`src/sv/tcfs_pkg.sv`:
```
// Shared widths, codes, defaults and controller/datapath interface types.
package tcfs_pkg;

   // Field and state widths
   localparam int RAW_W      = 12;
   localparam int SUM_W      = 17;
   localparam int CNT_W      = 5;
   localparam int SPAN_W     = 10;
   localparam int OFS_W      = 9;
   localparam int PIX_W      = 11;
   localparam int COMP_W     = 10;
   localparam int CSR_ADDR_W = 3;

   // Divider operand widths: 2*num*span + den fits in 24 bits, 2*den needs 13
   localparam int DIV_DW = 24;
   localparam int DIV_VW = 13;

   // Parameter defaults
   localparam int SAMPLES_DEF = 18;
   localparam int X_COMP_DEF  = 0;
   localparam int Y_COMP_DEF  = 0;

   // Register indexes
   localparam logic [CSR_ADDR_W-1:0] REG_X_RAW_MIN  = 3'd0;
   localparam logic [CSR_ADDR_W-1:0] REG_X_RAW_MAX  = 3'd1;
   localparam logic [CSR_ADDR_W-1:0] REG_Y_RAW_MIN  = 3'd2;
   localparam logic [CSR_ADDR_W-1:0] REG_Y_RAW_MAX  = 3'd3;
   localparam logic [CSR_ADDR_W-1:0] REG_X_SPAN     = 3'd4;
   localparam logic [CSR_ADDR_W-1:0] REG_Y_SPAN     = 3'd5;
   localparam logic [CSR_ADDR_W-1:0] REG_X_OFFSET   = 3'd6;
   localparam logic [CSR_ADDR_W-1:0] REG_Y_OFFSET   = 3'd7;

   // Register reset values
   localparam logic [RAW_W-1:0]  RST_RAW_MIN = 12'd600;
   localparam logic [RAW_W-1:0]  RST_RAW_MAX = 12'd3400;
   localparam logic [SPAN_W-1:0] RST_X_SPAN  = 10'd210;
   localparam logic [SPAN_W-1:0] RST_Y_SPAN  = 10'd290;
   localparam logic [OFS_W-1:0]  RST_OFFSET  = 9'd7;

   // Datapath operation codes: which axis is being scaled
   typedef logic op_type;
   localparam op_type OP_SCALE_X = 1'b0;
   localparam op_type OP_SCALE_Y = 1'b1;

   // Controller to datapath
   typedef struct packed {
      logic   accept;    // input transfer this cycle
      logic   mean_en;   // register both trimmed means
      logic   mul_en;    // register scaled numerator for op's axis
      logic   div_load;  // start the divider on op's operands
      op_type op;        // current operation, held through a division
      logic   emit;      // register the result and clear the burst
   } cmd_type;

   // Datapath to controller
   typedef struct packed {
      logic last_sample; // next accepted pair closes the burst
      logic div_done;    // divider quotient ready this cycle
   } status_type;

endpackage

```
`src/sv/touch_coordinate_filter_scale.sv`:
```
// Top level: touch sample burst filter with trimmed mean, clamp and pixel scaling.
// Every pair but the last of a burst is taken without raising busy; start may stay high throughout.
// The last pair raises busy through a mean state, then per axis a multiply, a divider load
// and a wait on the bit-serial divider, and last an output state.
// rsp_strobe pulses in the cycle in which busy falls.
// The receiver cannot stall. Synchronous reset loads default calibration, empties the burst.
module touch_coordinate_filter_scale import tcfs_pkg::*; #(
   parameter int SAMPLES = SAMPLES_DEF,
   parameter int X_COMP  = X_COMP_DEF,
   parameter int Y_COMP  = Y_COMP_DEF
) (
   input  logic                  clock,
   input  logic                  reset,
   input  logic                  start,
   output logic                  busy,
   input  logic [RAW_W-1:0]      req_sample_x,
   input  logic [RAW_W-1:0]      req_sample_y,
   output logic                  rsp_strobe,
   output logic [PIX_W-1:0]      rsp_pixel_x,
   output logic [PIX_W-1:0]      rsp_pixel_y,
   output logic                  rsp_cal_error,
   input  logic                  csr_we,
   input  logic [CSR_ADDR_W-1:0] csr_addr,
   input  logic [RAW_W-1:0]      csr_wdata
);

   cmd_type    cmd;
   status_type status;

   tcfs_ctrl u_ctrl (
      .clock  (clock),
      .reset  (reset),
      .start  (start),
      .busy   (busy),
      .status (status),
      .cmd    (cmd)
   );

   tcfs_datapath #(
      .SAMPLES (SAMPLES),
      .X_COMP  (X_COMP),
      .Y_COMP  (Y_COMP)
   ) u_datapath (
      .clock         (clock),
      .reset         (reset),
      .cmd           (cmd),
      .status        (status),
      .sample_x      (req_sample_x),
      .sample_y      (req_sample_y),
      .csr_we        (csr_we),
      .csr_addr      (csr_addr),
      .csr_wdata     (csr_wdata),
      .rsp_strobe    (rsp_strobe),
      .rsp_pixel_x   (rsp_pixel_x),
      .rsp_pixel_y   (rsp_pixel_y),
      .rsp_cal_error (rsp_cal_error)
   );

   // A transfer that does not close a burst leaves the block free
   a_mid_burst_free: assert property (@(posedge clock) disable iff (reset)
      (start && !busy && !status.last_sample) |=> !busy)
      else $error("busy after a mid-burst transfer");

   // A result only follows a compute sequence
   a_strobe_after_busy: assert property (@(posedge clock) disable iff (reset)
      rsp_strobe |-> ($past(busy) && !busy))
      else $error("result strobe without preceding compute");

   // Results are single-cycle pulses
   a_strobe_pulse: assert property (@(posedge clock) disable iff (reset)
      rsp_strobe |=> !rsp_strobe)
      else $error("result strobe held longer than one cycle");

   // The divider never finishes while the block is idle
   a_div_in_compute: assert property (@(posedge clock) disable iff (reset)
      status.div_done |-> busy)
      else $error("divider done outside compute");

endmodule

```
`src/sv/tcfs_div.sv`:
```
// Restoring divider, one quotient bit per cycle, shared by both axis scalings.
module tcfs_div #(
   parameter int DW = 24,
   parameter int VW = 13
) (
   input  logic          clock,
   input  logic          reset,
   input  logic          load,
   input  logic [DW-1:0] dividend,
   input  logic [VW-1:0] divisor,
   output logic [DW-1:0] quotient,
   output logic          done
);

   localparam int CW = $clog2(DW);

   logic [DW-1:0] quo_ff, quo_in;
   logic [VW-1:0] rem_ff, rem_in;
   logic [VW-1:0] dvs_ff;
   logic [CW-1:0] cnt_ff, cnt_in;
   logic          run_ff, run_in;
   logic          done_ff, done_in;

   logic [VW:0]   shifted;
   logic [VW:0]   diff;
   logic          ge;
   logic          last;

   // One restoring step
   assign shifted = {rem_ff, quo_ff[DW-1]};
   assign ge      = shifted >= {1'b0, dvs_ff};
   assign diff    = shifted - {1'b0, dvs_ff};
   assign last    = cnt_ff == CW'(DW - 1);

   always_comb begin
      quo_in  = quo_ff;
      rem_in  = rem_ff;
      cnt_in  = cnt_ff;
      run_in  = run_ff;
      done_in = 1'b0;
      if (load) begin
         quo_in = dividend;
         rem_in = '0;
         cnt_in = '0;
         run_in = 1'b1;
      end else if (run_ff) begin
         quo_in = {quo_ff[DW-2:0], ge};
         rem_in = ge ? diff[VW-1:0] : shifted[VW-1:0];
         cnt_in = cnt_ff + CW'(1);
         if (last) begin
            run_in  = 1'b0;
            done_in = 1'b1;
         end
      end
   end

   // Control
   always_ff @(posedge clock) begin
      if (reset) begin
         cnt_ff  <= '0;
         run_ff  <= 1'b0;
         done_ff <= 1'b0;
      end else begin
         cnt_ff  <= cnt_in;
         run_ff  <= run_in;
         done_ff <= done_in;
      end
   end

   // Operands
   always_ff @(posedge clock) begin
      quo_ff <= quo_in;
      rem_ff <= rem_in;
      if (load) begin
         dvs_ff <= divisor;
      end
   end

   assign quotient = quo_ff;
   assign done     = done_ff;

endmodule

```
`src/sv/tcfs_datapath.sv`:
```
// Burst accumulation, calibration registers, clamp/scale arithmetic and result register.
module tcfs_datapath import tcfs_pkg::*; #(
   parameter int SAMPLES = SAMPLES_DEF,
   parameter int X_COMP  = X_COMP_DEF,
   parameter int Y_COMP  = Y_COMP_DEF
) (
   input  logic                  clock,
   input  logic                  reset,
   input  cmd_type               cmd,
   output status_type            status,
   input  logic [RAW_W-1:0]      sample_x,
   input  logic [RAW_W-1:0]      sample_y,
   input  logic                  csr_we,
   input  logic [CSR_ADDR_W-1:0] csr_addr,
   input  logic [RAW_W-1:0]      csr_wdata,
   output logic                  rsp_strobe,
   output logic [PIX_W-1:0]      rsp_pixel_x,
   output logic [PIX_W-1:0]      rsp_pixel_y,
   output logic                  rsp_cal_error
);

   // Mean by reciprocal multiplication: exact floor for any SUM_W-bit trimmed sum
   localparam int MEAN_DIV = SAMPLES - 2;
   localparam int MEAN_SH  = SUM_W + $clog2(MEAN_DIV);
   localparam int RCP_W    = SUM_W + 1;
   localparam int MEAN_RCP = ((1 << MEAN_SH) + MEAN_DIV - 1) / MEAN_DIV;
   localparam int MPROD_W  = SUM_W + RCP_W;

   function automatic logic [RAW_W-1:0] adj_min(input logic [RAW_W-1:0] rmin,
                                                input logic [RAW_W-1:0] comp);
      return (rmin > comp) ? (rmin - comp) : '0;
   endfunction

   // Calibration registers
   logic [RAW_W-1:0]  x_raw_min_ff, x_raw_max_ff, y_raw_min_ff, y_raw_max_ff;
   logic [SPAN_W-1:0] x_span_ff, y_span_ff;
   logic [OFS_W-1:0]  x_offset_ff, y_offset_ff;

   // Burst state
   logic [SUM_W-1:0]  sum_x_ff, sum_x_in, sum_y_ff, sum_y_in;
   logic [RAW_W-1:0]  low_x_ff, low_x_in, high_x_ff, high_x_in;
   logic [RAW_W-1:0]  low_y_ff, low_y_in, high_y_ff, high_y_in;
   logic [CNT_W-1:0]  count_ff, count_in;

   // Intermediate results
   logic [RAW_W-1:0]  mean_x_ff, mean_y_ff;
   logic [DIV_DW-1:0] num_ff, num_in;
   logic [PIX_W-1:0]  quot_x_ff, quot_y_ff;

   // Result register
   logic              strobe_ff;
   logic [PIX_W-1:0]  pix_x_ff, pix_y_ff;
   logic              err_ff;

   logic [RAW_W-1:0]  adj_x, adj_y, den_x, den_y;
   logic              err_x, err_y;
   logic [SUM_W-1:0]  trim_x, trim_y;
   logic [MPROD_W-1:0] mprod_x, mprod_y;
   logic              sel_y;
   logic [RAW_W-1:0]  m_mean, m_adj, m_max, m_raised, m_clamped, m_num, m_den;
   logic [SPAN_W-1:0] m_span;
   logic [RAW_W+SPAN_W-1:0] m_prod;
   logic [DIV_DW-1:0] div_quot;
   logic [DIV_VW-1:0] div_divisor;
   logic              div_done;

   // Per-axis calibration terms
   assign adj_x = adj_min(x_raw_min_ff, RAW_W'(X_COMP));
   assign adj_y = adj_min(y_raw_min_ff, RAW_W'(Y_COMP));
   assign err_x = x_raw_max_ff <= adj_x;
   assign err_y = y_raw_max_ff <= adj_y;
   assign den_x = x_raw_max_ff - adj_x;
   assign den_y = y_raw_max_ff - adj_y;

   // Trimmed sums: extremes dropped
   assign trim_x = sum_x_ff - SUM_W'(low_x_ff) - SUM_W'(high_x_ff);
   assign trim_y = sum_y_ff - SUM_W'(low_y_ff) - SUM_W'(high_y_ff);

   // Trimmed sums times the reciprocal of the kept sample count
   assign mprod_x = MPROD_W'(trim_x) * MPROD_W'(MEAN_RCP);
   assign mprod_y = MPROD_W'(trim_y) * MPROD_W'(MEAN_RCP);

   // Clamp and multiply for the selected axis
   assign sel_y     = cmd.op == OP_SCALE_Y;
   assign m_mean    = sel_y ? mean_y_ff : mean_x_ff;
   assign m_adj     = sel_y ? adj_y : adj_x;
   assign m_max     = sel_y ? y_raw_max_ff : x_raw_max_ff;
   assign m_span    = sel_y ? y_span_ff : x_span_ff;
   assign m_den     = sel_y ? den_y : den_x;
   assign m_raised  = (m_mean < m_adj) ? m_adj : m_mean;
   assign m_clamped = (m_raised > m_max) ? m_max : m_raised;
   assign m_num     = m_clamped - m_adj;
   assign m_prod    = m_num * m_span;
   assign num_in    = DIV_DW'({m_prod, 1'b0}) + DIV_DW'(m_den);

   // Divider operands: numerator register over twice the axis range
   assign div_divisor = {m_den, 1'b0};

   tcfs_div #(
      .DW (DIV_DW),
      .VW (DIV_VW)
   ) u_div (
      .clock    (clock),
      .reset    (reset),
      .load     (cmd.div_load),
      .dividend (num_ff),
      .divisor  (div_divisor),
      .quotient (div_quot),
      .done     (div_done)
   );

   // Burst accumulation
   always_comb begin
      sum_x_in  = sum_x_ff;
      sum_y_in  = sum_y_ff;
      low_x_in  = low_x_ff;
      high_x_in = high_x_ff;
      low_y_in  = low_y_ff;
      high_y_in = high_y_ff;
      count_in  = count_ff;
      if (cmd.emit) begin
         sum_x_in  = '0;
         sum_y_in  = '0;
         low_x_in  = '1;
         high_x_in = '0;
         low_y_in  = '1;
         high_y_in = '0;
         count_in  = '0;
      end else if (cmd.accept) begin
         sum_x_in  = sum_x_ff + SUM_W'(sample_x);
         sum_y_in  = sum_y_ff + SUM_W'(sample_y);
         low_x_in  = (sample_x < low_x_ff) ? sample_x : low_x_ff;
         high_x_in = (sample_x > high_x_ff) ? sample_x : high_x_ff;
         low_y_in  = (sample_y < low_y_ff) ? sample_y : low_y_ff;
         high_y_in = (sample_y > high_y_ff) ? sample_y : high_y_ff;
         count_in  = count_ff + CNT_W'(1);
      end
   end

   always_ff @(posedge clock) begin
      if (reset) begin
         sum_x_ff  <= '0;
         sum_y_ff  <= '0;
         low_x_ff  <= '1;
         high_x_ff <= '0;
         low_y_ff  <= '1;
         high_y_ff <= '0;
         count_ff  <= '0;
      end else begin
         sum_x_ff  <= sum_x_in;
         sum_y_ff  <= sum_y_in;
         low_x_ff  <= low_x_in;
         high_x_ff <= high_x_in;
         low_y_ff  <= low_y_in;
         high_y_ff <= high_y_in;
         count_ff  <= count_in;
      end
   end

   // Calibration register writes
   always_ff @(posedge clock) begin
      if (reset) begin
         x_raw_min_ff <= RST_RAW_MIN;
         x_raw_max_ff <= RST_RAW_MAX;
         y_raw_min_ff <= RST_RAW_MIN;
         y_raw_max_ff <= RST_RAW_MAX;
         x_span_ff    <= RST_X_SPAN;
         y_span_ff    <= RST_Y_SPAN;
         x_offset_ff  <= RST_OFFSET;
         y_offset_ff  <= RST_OFFSET;
      end else if (csr_we) begin
         unique case (csr_addr)
            REG_X_RAW_MIN: x_raw_min_ff <= csr_wdata;
            REG_X_RAW_MAX: x_raw_max_ff <= csr_wdata;
            REG_Y_RAW_MIN: y_raw_min_ff <= csr_wdata;
            REG_Y_RAW_MAX: y_raw_max_ff <= csr_wdata;
            REG_X_SPAN:    x_span_ff    <= csr_wdata[SPAN_W-1:0];
            REG_Y_SPAN:    y_span_ff    <= csr_wdata[SPAN_W-1:0];
            REG_X_OFFSET:  x_offset_ff  <= csr_wdata[OFS_W-1:0];
            REG_Y_OFFSET:  y_offset_ff  <= csr_wdata[OFS_W-1:0];
            default: ;
         endcase
      end
   end

   // Mean, numerator and quotient capture
   always_ff @(posedge clock) begin
      if (cmd.mean_en) begin
         mean_x_ff <= mprod_x[MEAN_SH +: RAW_W];
         mean_y_ff <= mprod_y[MEAN_SH +: RAW_W];
      end
      if (cmd.mul_en) begin
         num_ff <= num_in;
      end
      if (div_done) begin
         unique case (cmd.op)
            OP_SCALE_X: quot_x_ff <= div_quot[PIX_W-1:0];
            OP_SCALE_Y: quot_y_ff <= div_quot[PIX_W-1:0];
         endcase
      end
   end

   // Result register; an axis that cannot be scaled gives its offset
   always_ff @(posedge clock) begin
      if (reset) begin
         strobe_ff <= 1'b0;
      end else begin
         strobe_ff <= cmd.emit;
      end
      if (cmd.emit) begin
         pix_x_ff <= err_x ? PIX_W'(x_offset_ff) : quot_x_ff + PIX_W'(x_offset_ff);
         pix_y_ff <= err_y ? PIX_W'(y_offset_ff) : quot_y_ff + PIX_W'(y_offset_ff);
         err_ff   <= err_x | err_y;
      end
   end

   assign status.last_sample = count_ff == CNT_W'(SAMPLES - 1);
   assign status.div_done    = div_done;

   assign rsp_strobe    = strobe_ff;
   assign rsp_pixel_x   = pix_x_ff;
   assign rsp_pixel_y   = pix_y_ff;
   assign rsp_cal_error = err_ff;

endmodule

```
`src/sv/tcfs_ctrl.sv`:
```
// Sequencer: takes samples, forms the means, then runs the two scalings through the divider.
module tcfs_ctrl import tcfs_pkg::*; (
   input  logic       clock,
   input  logic       reset,
   input  logic       start,
   output logic       busy,
   input  status_type status,
   output cmd_type    cmd
);

   localparam logic [3:0] S_IDLE    = 4'd0;
   localparam logic [3:0] S_MEAN    = 4'd1;
   localparam logic [3:0] S_MUL_X   = 4'd2;
   localparam logic [3:0] S_LOAD_SX = 4'd3;
   localparam logic [3:0] S_WAIT_SX = 4'd4;
   localparam logic [3:0] S_MUL_Y   = 4'd5;
   localparam logic [3:0] S_LOAD_SY = 4'd6;
   localparam logic [3:0] S_WAIT_SY = 4'd7;
   localparam logic [3:0] S_EMIT    = 4'd8;

   logic [3:0] state_ff, state_in;

   // Next state and commands
   always_comb begin
      state_in     = state_ff;
      cmd.accept   = 1'b0;
      cmd.mean_en  = 1'b0;
      cmd.mul_en   = 1'b0;
      cmd.div_load = 1'b0;
      cmd.op       = OP_SCALE_X;
      cmd.emit     = 1'b0;
      unique case (state_ff)
         S_IDLE: begin
            cmd.accept = start;
            if (start && status.last_sample) begin
               state_in = S_MEAN;
            end
         end
         S_MEAN: begin
            cmd.mean_en = 1'b1;
            state_in    = S_MUL_X;
         end
         S_MUL_X: begin
            cmd.op     = OP_SCALE_X;
            cmd.mul_en = 1'b1;
            state_in   = S_LOAD_SX;
         end
         S_LOAD_SX: begin
            cmd.op       = OP_SCALE_X;
            cmd.div_load = 1'b1;
            state_in     = S_WAIT_SX;
         end
         S_WAIT_SX: begin
            cmd.op = OP_SCALE_X;
            if (status.div_done) begin
               state_in = S_MUL_Y;
            end
         end
         S_MUL_Y: begin
            cmd.op     = OP_SCALE_Y;
            cmd.mul_en = 1'b1;
            state_in   = S_LOAD_SY;
         end
         S_LOAD_SY: begin
            cmd.op       = OP_SCALE_Y;
            cmd.div_load = 1'b1;
            state_in     = S_WAIT_SY;
         end
         S_WAIT_SY: begin
            cmd.op = OP_SCALE_Y;
            if (status.div_done) begin
               state_in = S_EMIT;
            end
         end
         S_EMIT: begin
            cmd.emit = 1'b1;
            state_in = S_IDLE;
         end
         default: begin
            state_in = S_IDLE;
         end
      endcase
   end

   always_ff @(posedge clock) begin
      if (reset) begin
         state_ff <= S_IDLE;
      end else begin
         state_ff <= state_in;
      end
   end

   assign busy = state_ff != S_IDLE;

endmodule

```
`config.mk`:
```
export PLATFORM = sky130hd
export DESIGN_NAME = touch_coordinate_filter_scale
export DESIGN_NICKNAME = d
export VERILOG_FILES = /design/src/sv/tcfs_pkg.sv /design/src/sv/touch_coordinate_filter_scale.sv /design/src/sv/tcfs_div.sv /design/src/sv/tcfs_datapath.sv /design/src/sv/tcfs_ctrl.sv
export SDC_FILE = /design/constraint.sdc
export NUM_CORES = 1
export LEC_CHECK = 0
export ABC_AREA = 1
export BUFFER_PORTS_ARGS = -buffer_cell sky130_fd_sc_hd__buf_2
export CAP_MARGIN = 20
export CORE_UTILIZATION = 45
export DETAILED_ROUTE_END_ITERATION = 10
export PLACE_DENSITY = 0.65
export SYNTH_ARGS = -nofsm -noshare
export SYNTH_HDL_FRONTEND = slang
export SYNTH_SLANG_ARGS = --single-unit
```
`constraint.sdc`:
```
create_clock -name clock -period 14.67 [get_ports clock]
set_input_delay 0.7335 -clock clock [delete_from_list [all_inputs] [get_ports clock]]
set_output_delay 0.7335 -clock clock [all_outputs]
set_load 0.05 [all_outputs]
```
==> results of run 1 <==
worst max path at each step:
stage                             startpoint               endpoint  slack (ns)  depth (start not counted)
after global routing      u_ctrl.state_ff[0]  u_datapath.num_ff[22]        0.40                         58
after CTS                 u_ctrl.state_ff[0]  u_datapath.num_ff[22]        1.63                         59
after floorplan           u_ctrl.state_ff[2]  u_datapath.num_ff[22]        3.92                         58
after detailed placement  u_ctrl.state_ff[0]  u_datapath.num_ff[22]        1.70                         59
final                     u_ctrl.state_ff[0]  u_datapath.num_ff[22]        1.54                         57
after global placement    u_ctrl.state_ff[0]  u_datapath.num_ff[22]        2.07                         54
layout make-up:
class	count	area, um2
Multi-Input combinational cell	2128	14200
Tap cell	680	851
Clock buffer	49	1080
Sequential cell	325	7800
Timing Repair Buffer	83	483
Inverter	413	1550
Fill cell	4906	25600
Clock inverter	23	303
layer usage:
layer  vias up  part of all wire
met4         0             0.036
met2       435              0.48
met1      9371              0.44
met5         -                 0
met3       125             0.042
li1       9858                 -
flip-flops by register name (all words and copies together), names as in the netlist, 13 cells and up:
| name | cells |
|---|---|
| u_datapath.u_div.rem_ff | 13 |
| u_datapath.num_ff | 24 |
| u_datapath.sum_x_ff | 16 |
| u_datapath.u_div.quotient | 24 |
| u_datapath.sum_y_ff | 16 |
cell usage after synthesis (9+ instances only):
cell type	n
a21boi_0	9
ha_1	254
a21o_1	12
nor3_1	27
o21ai_2	10
edfxtp_1	129
o21ai_0	254
dfxtp_1	196
inv_1	400
fa_1	109
xor2_1	66
nor2_1	230
clkbuf_1	59
mux2i_1	11
xnor2_1	44
a21oi_1	268
o21bai_1	24
nor2_2	9
o211ai_1	19
or2_2	12
nand3_1	95
nand4_1	24
nand2_1	548
o21ai_1	28
buf_2	11
cell families after synthesis:
| kind of cell | Yosys count |
|---|---|
| flops | 325 |
| xor+xnor | 110 |
| compound gates | 668 |
| simple gates | 976 |
| mux | 11 |
| buf+inv | 494 |
| fa+ha+maj | 363 |
worst register-to-register path, delay by kind of cell, from the launching register on:
kind | cells | cell delay [ns]
AOI/OAI and AO/OA | 13 | 2.91
DFF | 1 | 0.45
buffers and inverters | 9 | 1.08
xor gates and xnor gates | 1 | 0.19
and+or+nand+nor | 24 | 4.22
adders and majority gates | 10 | 4.04
metrics by stage:
step | hold slack (ns) | area (um2) | setup WS (ns)
CTS | 0.414 | 26200 | 1.63
floorplan | 0.425 | 23800 | 3.92
global route | 0.443 | 26200 | 0.399
detailed placement | 0.449 | 24800 | 1.70
global placement | 0.441 | 24800 | 2.07
finish | 0.445 | 26200 | 1.54
==> impl_metrics.env, run 1 <==
export IMPL_cts_buffer_depth=3
export IMPL_drv_cap=0
export IMPL_ctsResizeCount=0
export IMPL_worstReg2RegStart="u_ctrl.state_ff[0]"
export IMPL_dieArea_um2=53900
export IMPL_fmax_mhz=76.1
export IMPL_antenna_cells=0
export IMPL_drv_slew=0
export IMPL_synth_seq_cells=325
export IMPL_synth_top_cell_by_area="dfxtp_1"
export IMPL_cp_num_buf_inv=9
export IMPL_final_nets=3396
export IMPL_yosysTopAreaCellShare=0.165
export IMPL_rows=83
export IMPL_required_ns=14.98
export IMPL_syn_area_per_cell_um2=8.08
export IMPL_cpLargestDelayFamily="simple AND/OR/NAND/NOR gates"
export IMPL_synth_main_ff_cell="dfxtp_1"
export IMPL_slew_headroom=0.253
export IMPL_setup_viol=0
export IMPL_fin_setup_tns_ns=0
export IMPL_ant_nets=0
export IMPL_crit_path_max_fanout=57
export IMPL_ff2ff_setup_slack_ns=1.54
export IMPL_numCtsBuffers=39
export IMPL_gr_usage_met3=0.0313
export IMPL_die_y_um=232
export IMPL_hold_depth=3
export IMPL_slowest_stage="fa_1"
export IMPL_layout_common_cells="nand2_1 (548), inv_1 (399), a21oi_1 (268)"
export IMPL_synth_xor_area_frac=0.0404
export IMPL_hold_violations=0
export IMPL_cts_max_level=2
export IMPL_synth_top_family_by_area="adder cells"
export IMPL_worstHoldEndpoint="u_datapath.y_raw_max_ff[10]"
export IMPL_worst_pin_slew_ns=1.12
export IMPL_cts_tree="built"
export IMPL_cts_setup_buffers=0
export IMPL_grt_pass1_wl_um=101000
export IMPL_hold_buffers=0
export IMPL_synthArstFlopShare=0
export IMPL_routed_wl_um=61500
export IMPL_numClockSinks=325
export IMPL_stdcell_count=3701
export IMPL_synth_edf_count=129
export IMPL_vias_per_cell=5.35
export IMPL_syn_nets=3353
export IMPL_ios=68
export IMPL_io_buffers=67
export IMPL_grt_pass1_vias=19600
export IMPL_numPlacedInstances=3628
export IMPL_synth_mux_area_fraction=0.00462
export IMPL_status="finished clean"
export IMPL_regToRegEndpoint="u_datapath.num_ff[22]"
export IMPL_critPathMostFrequentCell="nand2_1"
export IMPL_drt_pass1_iter_count=7
export IMPL_grtUsageMet1=0.292
export IMPL_grt_util_met2=0.411
export IMPL_coreArea_um2=51800
export IMPL_drc=0
export IMPL_track_usage=0.234
export IMPL_arrival_ns=13.44
export IMPL_clkTransAtPathRegs_ns=0.06
export IMPL_cts_root_buf="clkbuf_16"
export IMPL_yosys_warnings=0
export IMPL_finClkSkew_ns=0.0200
export IMPL_clk_insertion_delay_late_ns=0.56
export IMPL_synthCells=2947
export IMPL_start_util=0.460
export IMPL_hold_class="in -> reg"
export IMPL_utilization=0.506
export IMPL_slowest_delay_ns=0.53
export IMPL_synth_compound_area_frac=0.153
export IMPL_antenna_found_initial=0
export IMPL_grt_overflow_total=0
export IMPL_vias=19800
export IMPL_critPathCaptureType="flip-flop"
export IMPL_die_w_um=232
export IMPL_synth_fa_ha_area_frac=0.225
export IMPL_area_growth_pct=10.1
export IMPL_dp_hpwl_um=48100
export IMPL_synthTopCellsByArea="dfxtp_1 (16%), edfxtp_1 (16%), ha_1 (13%)"
export IMPL_drive_gt1_frac=0.0682
export IMPL_syn_area_um2=23800
export IMPL_drtIter0Drc=1152
export IMPL_synth_cell_types=52
export IMPL_wl_per_cell_um=16.6
export IMPL_min_period_over_period=0.895
export IMPL_grt_start_max_net_pins=82
export IMPL_worstSetupPathType="reg -> reg"
export IMPL_period_minus_slack_ns=13.13
export IMPL_hp_start="csr_wdata[10]"
export IMPL_yosys_area_share_simple=0.170
export IMPL_final_common_cell="nand2_1"
export IMPL_rsz0062_at_grt="no"
export IMPL_ys_seq_area_frac=0.327
export IMPL_rr_worst_depth=57
export IMPL_start_kind="flip-flop"
export IMPL_top_usage_layer="met2"
export IMPL_gp_congestion=0.913
Power of run 1 is not shown: default switching activity piles up to over one toggle a cycle in this logic, so the estimate is an artifact.
==> run 2, diff against run 1 <==
- GPL_TIMING_DRIVEN: unset -> 0
==> run 2 against run 1 <==
- cell area rose by 0.23%
- maximum frequency fell by 0.17%
- setup slack got worse by 0.022 ns
- hold slack improved by 0.015 ns
- utilization rose by 0.12 points
- clock-buffer cell count rose by 4
- die area did not move
- clock skew rose by 0.0019 ns
- final cell count rose by 1.6%
- critical path depth rose by 3
- first-iteration DRC count rose by 11%
- critical endpoint unchanged
- largest cell class unchanged
==> impl_metrics.env, run 2 (same netlist as run 1, synthesis figures left out) <==
export IMPL_status="finished clean"
export IMPL_required_ns=14.97
export IMPL_arrival_ns=13.45
export IMPL_ctsResizeCount=0
export IMPL_grt_pass1_vias=20000
export IMPL_cts_buffer_depth=3
export IMPL_antenna_cells=0
export IMPL_track_usage=0.242
export IMPL_dieArea_um2=53900
export IMPL_grt_overflow_total=0
export IMPL_hold_violations=0
export IMPL_drive_gt1_frac=0.0626
export IMPL_area_growth_pct=10.4
export IMPL_slew_headroom=0.276
export IMPL_numClockSinks=325
export IMPL_hold_depth=2
export IMPL_ant_nets=0
export IMPL_cts_tree="built"
export IMPL_hold_class="reg -> reg"
export IMPL_min_period_over_period=0.897
export IMPL_rr_worst_depth=60
export IMPL_numCtsBuffers=38
export IMPL_drc=0
export IMPL_crit_path_max_fanout=10
export IMPL_worstReg2RegStart="u_ctrl.state_ff[0]"
export IMPL_setup_viol=0
export IMPL_cts_max_level=2
export IMPL_critPathCapture="u_datapath.num_ff[22]"
export IMPL_coreArea_um2=51800
export IMPL_drv_slew=0
export IMPL_vias_per_cell=5.39
export IMPL_final_nets=3461
export IMPL_critPathMostFrequentCell="nand2_1"
export IMPL_gp_congestion=0.941
export IMPL_drtIter0Drc=1274
export IMPL_cts_setup_buffers=0
export IMPL_vias=20300
export IMPL_slowest_stage="o21ai_0"
export IMPL_start_kind="flip-flop"
export IMPL_die_y_um=232
export IMPL_finClkSkew_ns=0.0218
export IMPL_clkTransAtPathRegs_ns=0.05
export IMPL_rsz0062_at_grt="no"
export IMPL_regToRegEndpoint="u_datapath.num_ff[22]"
export IMPL_drt_pass1_iter_count=5
export IMPL_startpoint="u_ctrl.state_ff[0]"
export IMPL_period_minus_slack_ns=13.16
export IMPL_grt_pass1_wl_um=103000
export IMPL_worst_pin_slew_ns=1.08
export IMPL_layout_common_cells="nand2_1 (548), inv_1 (400), a21oi_1 (268)"
export IMPL_slowest_delay_ns=0.76
export IMPL_critPathCaptureType="flip-flop"
export IMPL_ios=68
export IMPL_ff2ff_setup_slack_ns=1.51
export IMPL_drv_cap=0
export IMPL_fmax_mhz=76.0
export IMPL_grt_start_max_net_pins=29
export IMPL_fin_setup_tns_ns=0
export IMPL_antenna_found_initial=0
export IMPL_die_w_um=232
export IMPL_hold_buffers=0
export IMPL_start_util=0.460
export IMPL_wl_per_cell_um=16.9
export IMPL_cts_root_buf="clkbuf_16"
export IMPL_routed_wl_um=63700
export IMPL_dp_hpwl_um=51100
export IMPL_io_buffers=61
export IMPL_clk_insertion_delay_late_ns=0.56
export IMPL_final_common_cell="nand2_1"
export IMPL_rows=83
export IMPL_worstSetupPathType="reg -> reg"
## run 2: cell types whose count changed in the layout (fill, tap and decap cells not counted), sizes merged
| cell | delta |
|---|---|
| clkbuf | +63 |
| buf | +7 |
| bufinv | -4 |
| clkinvlp | -3 |
| clkinv | -1 |
| inv | -1 |
## run 2: critical path, delay by kind of cell (launching register included)
kind                       cells  cell delay (ns)
DFF                            1             0.47
AOI/OAI and AO/OA             14             3.49
adders and majority gates     10             4.24
buffers and inverters         13             1.85
and+or+nand+nor               22             2.66
xor gates and xnor gates       1             0.21
## run 2: layout make-up
type,instances,area [um2]
Multi-Input combinational cell,2128,14200
Buffer,81,333
Clock buffer,53,1080
Fill cell,4894,25500
Inverter,413,1550
Sequential cell,325,7800
Clock inverter,14,124
Timing Repair Buffer,68,400
Tap cell,680,851
## run 2: stage by stage
| step | cell area [um2] | instances | worst slack [ns] | utilization | hold slack, ns |
|---|---|---|---|---|---|
| global route | 26300 | 3762 | 0.523 | 0.507 | 0.476 |
| detailed placement | 25100 | 3693 | 1.66 | 0.484 | 0.452 |
| finish | 26300 | 3762 | 1.51 | 0.507 | 0.460 |
| CTS | 26300 | 3760 | 1.60 | 0.507 | 0.461 |
| floorplan | 23800 | 2947 | 3.92 | - | 0.425 |
| global placement | 25000 | 3688 | 1.79 | 0.482 | 0.441 |
## run 2: worst min-delay path by stage
stage                              end  slack, ns               startpoint
2_1_floorplan  u_datapath.y_span_ff[3]       0.42  u_datapath.y_span_ff[3]
3_3_place_gp   u_datapath.y_span_ff[4]       0.44  u_datapath.y_span_ff[4]
3_5_place_dp   u_datapath.y_span_ff[7]       0.45  u_datapath.y_span_ff[7]
4_1_cts         u_datapath.low_y_ff[6]       0.46          req_sample_y[6]
5_1_grt        u_datapath.y_span_ff[7]       0.48  u_datapath.y_span_ff[7]
6_report       u_datapath.y_span_ff[9]       0.46  u_datapath.y_span_ff[9]
## run 2: per-layer routing
metal,global-route usage,vias up,part of all wire
met1,0.295,9639,0.42
met2,0.432,528,0.49
li1,-,9997,-
met3,0.0287,125,0.046
met4,0.0917,0,0.037
met5,0,-,0
Power of run 2 is left out for the same reason.
==> run 3, diff against run 2 <==
- ABC_AREA: 1 -> unset
==> run 3 against run 2 <==
- maximum frequency decreased by 6.0%
- clock-buffer cell count shrank 1
- via count down 5.4%
- clock skew increased by 0.0088 ns
- synthesized area increased by 0.68%
- sequential cell count stayed put
- hold slack got worse by 0.011 ns
- cell area rose by 0.88%
- sequential share of layout area is 0.26 points lower
- highest routed layer unchanged
==> impl_metrics.env, run 3 <==
export IMPL_period_minus_slack_ns=14.00
export IMPL_worstHoldEndpoint="u_datapath.y_raw_min_ff[11]"
export IMPL_clk_insertion_delay_late_ns=0.58
export IMPL_yosysTopAreaCellShare=0.164
export IMPL_ant_nets=0
export IMPL_slowest_stage="fa_1"
export IMPL_drt_pass1_iter_count=5
export IMPL_utilization=0.504
export IMPL_status="finished clean"
export IMPL_fmax_mhz=71.4
export IMPL_drtIter0Drc=1206
export IMPL_multiInputGateArea_um2=15000
export IMPL_io_buffers=55
export IMPL_synth_seq_cells=325
export IMPL_final_common_cell="nand2_1"
export IMPL_required_ns=14.97
export IMPL_grt_pass1_wl_um=101000
export IMPL_drv_cap=0
export IMPL_cts_root_buf="clkbuf_16"
export IMPL_synth_main_ff_cell="dfxtp_1"
export IMPL_slowest_delay_ns=0.54
export IMPL_setup_viol=0
export IMPL_ys_seq_area_frac=0.325
export IMPL_routed_wl_um=63200
export IMPL_rows=84
export IMPL_worstReg2RegStart="u_ctrl.state_ff[2]"
export IMPL_regArea_um2=7800
export IMPL_start_util=0.455
export IMPL_finClkSkew_ns=0.0306
export IMPL_drv_slew=0
export IMPL_min_period_over_period=0.954
export IMPL_coreArea_um2=52700
export IMPL_grt_overflow_total=0
export IMPL_die_w_um=233
export IMPL_hp_start="csr_wdata[11]"
export IMPL_yosys_warnings=0
export IMPL_hold_depth=3
export IMPL_pre_cts_ws_ns=0.0685
export IMPL_antenna_found_initial=0
export IMPL_clkTransAtPathRegs_ns=0.07
export IMPL_synthArstFlopShare=0
export IMPL_synth_cell_types=87
export IMPL_fin_setup_tns_ns=0
export IMPL_synth_top_cell_by_area="dfxtp_1"
export IMPL_final_nets=3155
export IMPL_worstSetupPathType="reg -> reg"
export IMPL_antenna_cells=0
export IMPL_syn_area_um2=24000
export IMPL_crit_path_max_fanout=10
export IMPL_grt_pass1_vias=19300
export IMPL_hold_class="in -> reg"
export IMPL_die_y_um=233
export IMPL_nFillCells=4855
export IMPL_worst_pin_slew_ns=1.24
export IMPL_drc=0
export IMPL_numClockSinks=325
export IMPL_arrival_ns=14.29
export IMPL_rr_worst_depth=52
export IMPL_syn_nets=3050
export IMPL_syn_area_per_cell_um2=9.07
export IMPL_hold_violations=0
export IMPL_track_usage=0.238
export IMPL_ys_top_cells_by_count="nand2_1 (349), ha_1 (254), inv_1 (238)"
export IMPL_vias=19200
export IMPL_critPathMostFrequentCell="fa_1"
export IMPL_area_growth_pct=10.6
export IMPL_drive_gt1_frac=0.0734
export IMPL_cts_max_level=2
export IMPL_gp_congestion=0.943
export IMPL_dieArea_um2=54200
export IMPL_synthCells=2644
export IMPL_post_synth_top_count_cell="nand2_1"
export IMPL_numPlacedInstances=3392
export IMPL_dp_hpwl_um=49700
export IMPL_synthTopCellsByArea="dfxtp_1 (16%), edfxtp_1 (16%), ha_1 (13%)"
export IMPL_rsz0062_at_grt="no"
export IMPL_wl_per_cell_um=18.2
export IMPL_critPathCaptureType="flip-flop"
export IMPL_fin_ws_ns=0.674
export IMPL_cts_tree="built"
export IMPL_grt_start_max_net_pins=25
export IMPL_regToRegEndpoint="u_datapath.num_ff[22]"
export IMPL_vias_per_cell=5.54
export IMPL_layout_common_cells="nand2_1 (349), ha_1 (254), inv_1 (238)"
export IMPL_ff2ff_setup_slack_ns=0.67
export IMPL_slew_headroom=0.164
export IMPL_ios=68
export IMPL_start_kind="flip-flop"
export IMPL_numCtsBuffers=39
export IMPL_cts_buffer_depth=3
export IMPL_stdcell_count=3467
export IMPL_synth_edf_count=129
run 3: cell types whose count changed after synthesis, sizes merged, moves of 41 or more:
cell    previous run  this run
a21oi            268       189
mux2i             11        80
nor2b              1        58
a21o              12        61
inv              407       238
nand2            557       349
o21ai            292        98
nand3             99        21
nand2b             0        41
run 3: layer usage:
layer  vias up  global-route usage  wire (um)
met4         0               0.103       2760
met3       143              0.0288       2690
met5         -                   0          0
met1      9303               0.285      26800
li1       9307                   -          -
met2       450               0.426      31000
run 3: worst max-delay path by stage:
stage	to	start	cells past startpoint
after floorplan	u_datapath.num_ff[22]	u_ctrl.state_ff[3]	52
after global placement	u_datapath.num_ff[22]	u_ctrl.state_ff[2]	52
after detailed placement	u_datapath.num_ff[22]	u_ctrl.state_ff[2]	50
after CTS	u_datapath.num_ff[22]	u_ctrl.state_ff[2]	52
after global routing	u_datapath.num_ff[23]	u_ctrl.state_ff[2]	52
final	u_datapath.num_ff[22]	u_ctrl.state_ff[2]	52
run 3: through the flow:
step | hold WS (ns) | cell area (um2)
3_5_place_dp | 0.449 | 25200
5_1_grt | 0.476 | 26500
4_1_cts | 0.431 | 26400
3_3_place_gp | 0.440 | 25100
6_report | 0.449 | 26500
2_1_floorplan | 0.433 | 24000
run 3: timing repair:
item                       CTS  global route
setup endpoints to repair    2            11
pin swaps                    0             1
hold buffers                 0             0
buffers inserted             0             2
gates resized for setup      1            16
run 3: final cells by class:
cell class	count	area share
Clock inverter	19	0.00646
Buffer	96	0.0151
Tap cell	688	0.0324
Clock buffer	52	0.0413
Sequential cell	325	0.294
Inverter	239	0.0338
Timing Repair Buffer	64	0.0133
Multi-Input combinational cell	1984	0.564
run 3: critical path, delay by kind of cell, from the launching register on:
family,cells,cell delay (ns)
XOR/XNOR,3,0.81
AO/OA/AOI/OAI,17,3.88
multiplexers,2,0.53
buffers and inverters,11,2.20
flip-flops,1,0.31
AND/OR/NAND/NOR,10,1.96
adder cells (fa/ha/maj),9,4.02
run 3: cell families (layout without fill, tap and decap cells):
| family | Yosys count | after routing | share of synthesized area |
|---|---|---|---|
| adders and majority gates | 363 | 363 | 0.224 |
| muxes | 102 | 102 | 0.0437 |
| xor gates and xnor gates | 126 | 126 | 0.0466 |
| AOI/OAI and AO/OA | 514 | 514 | 0.136 |
| DFF | 325 | 325 | 0.325 |
| buffers and inverters | 335 | 470 | 0.0539 |
| and+or+nand+nor | 879 | 879 | 0.171 |
Power of run 3 is left out for the same reason.
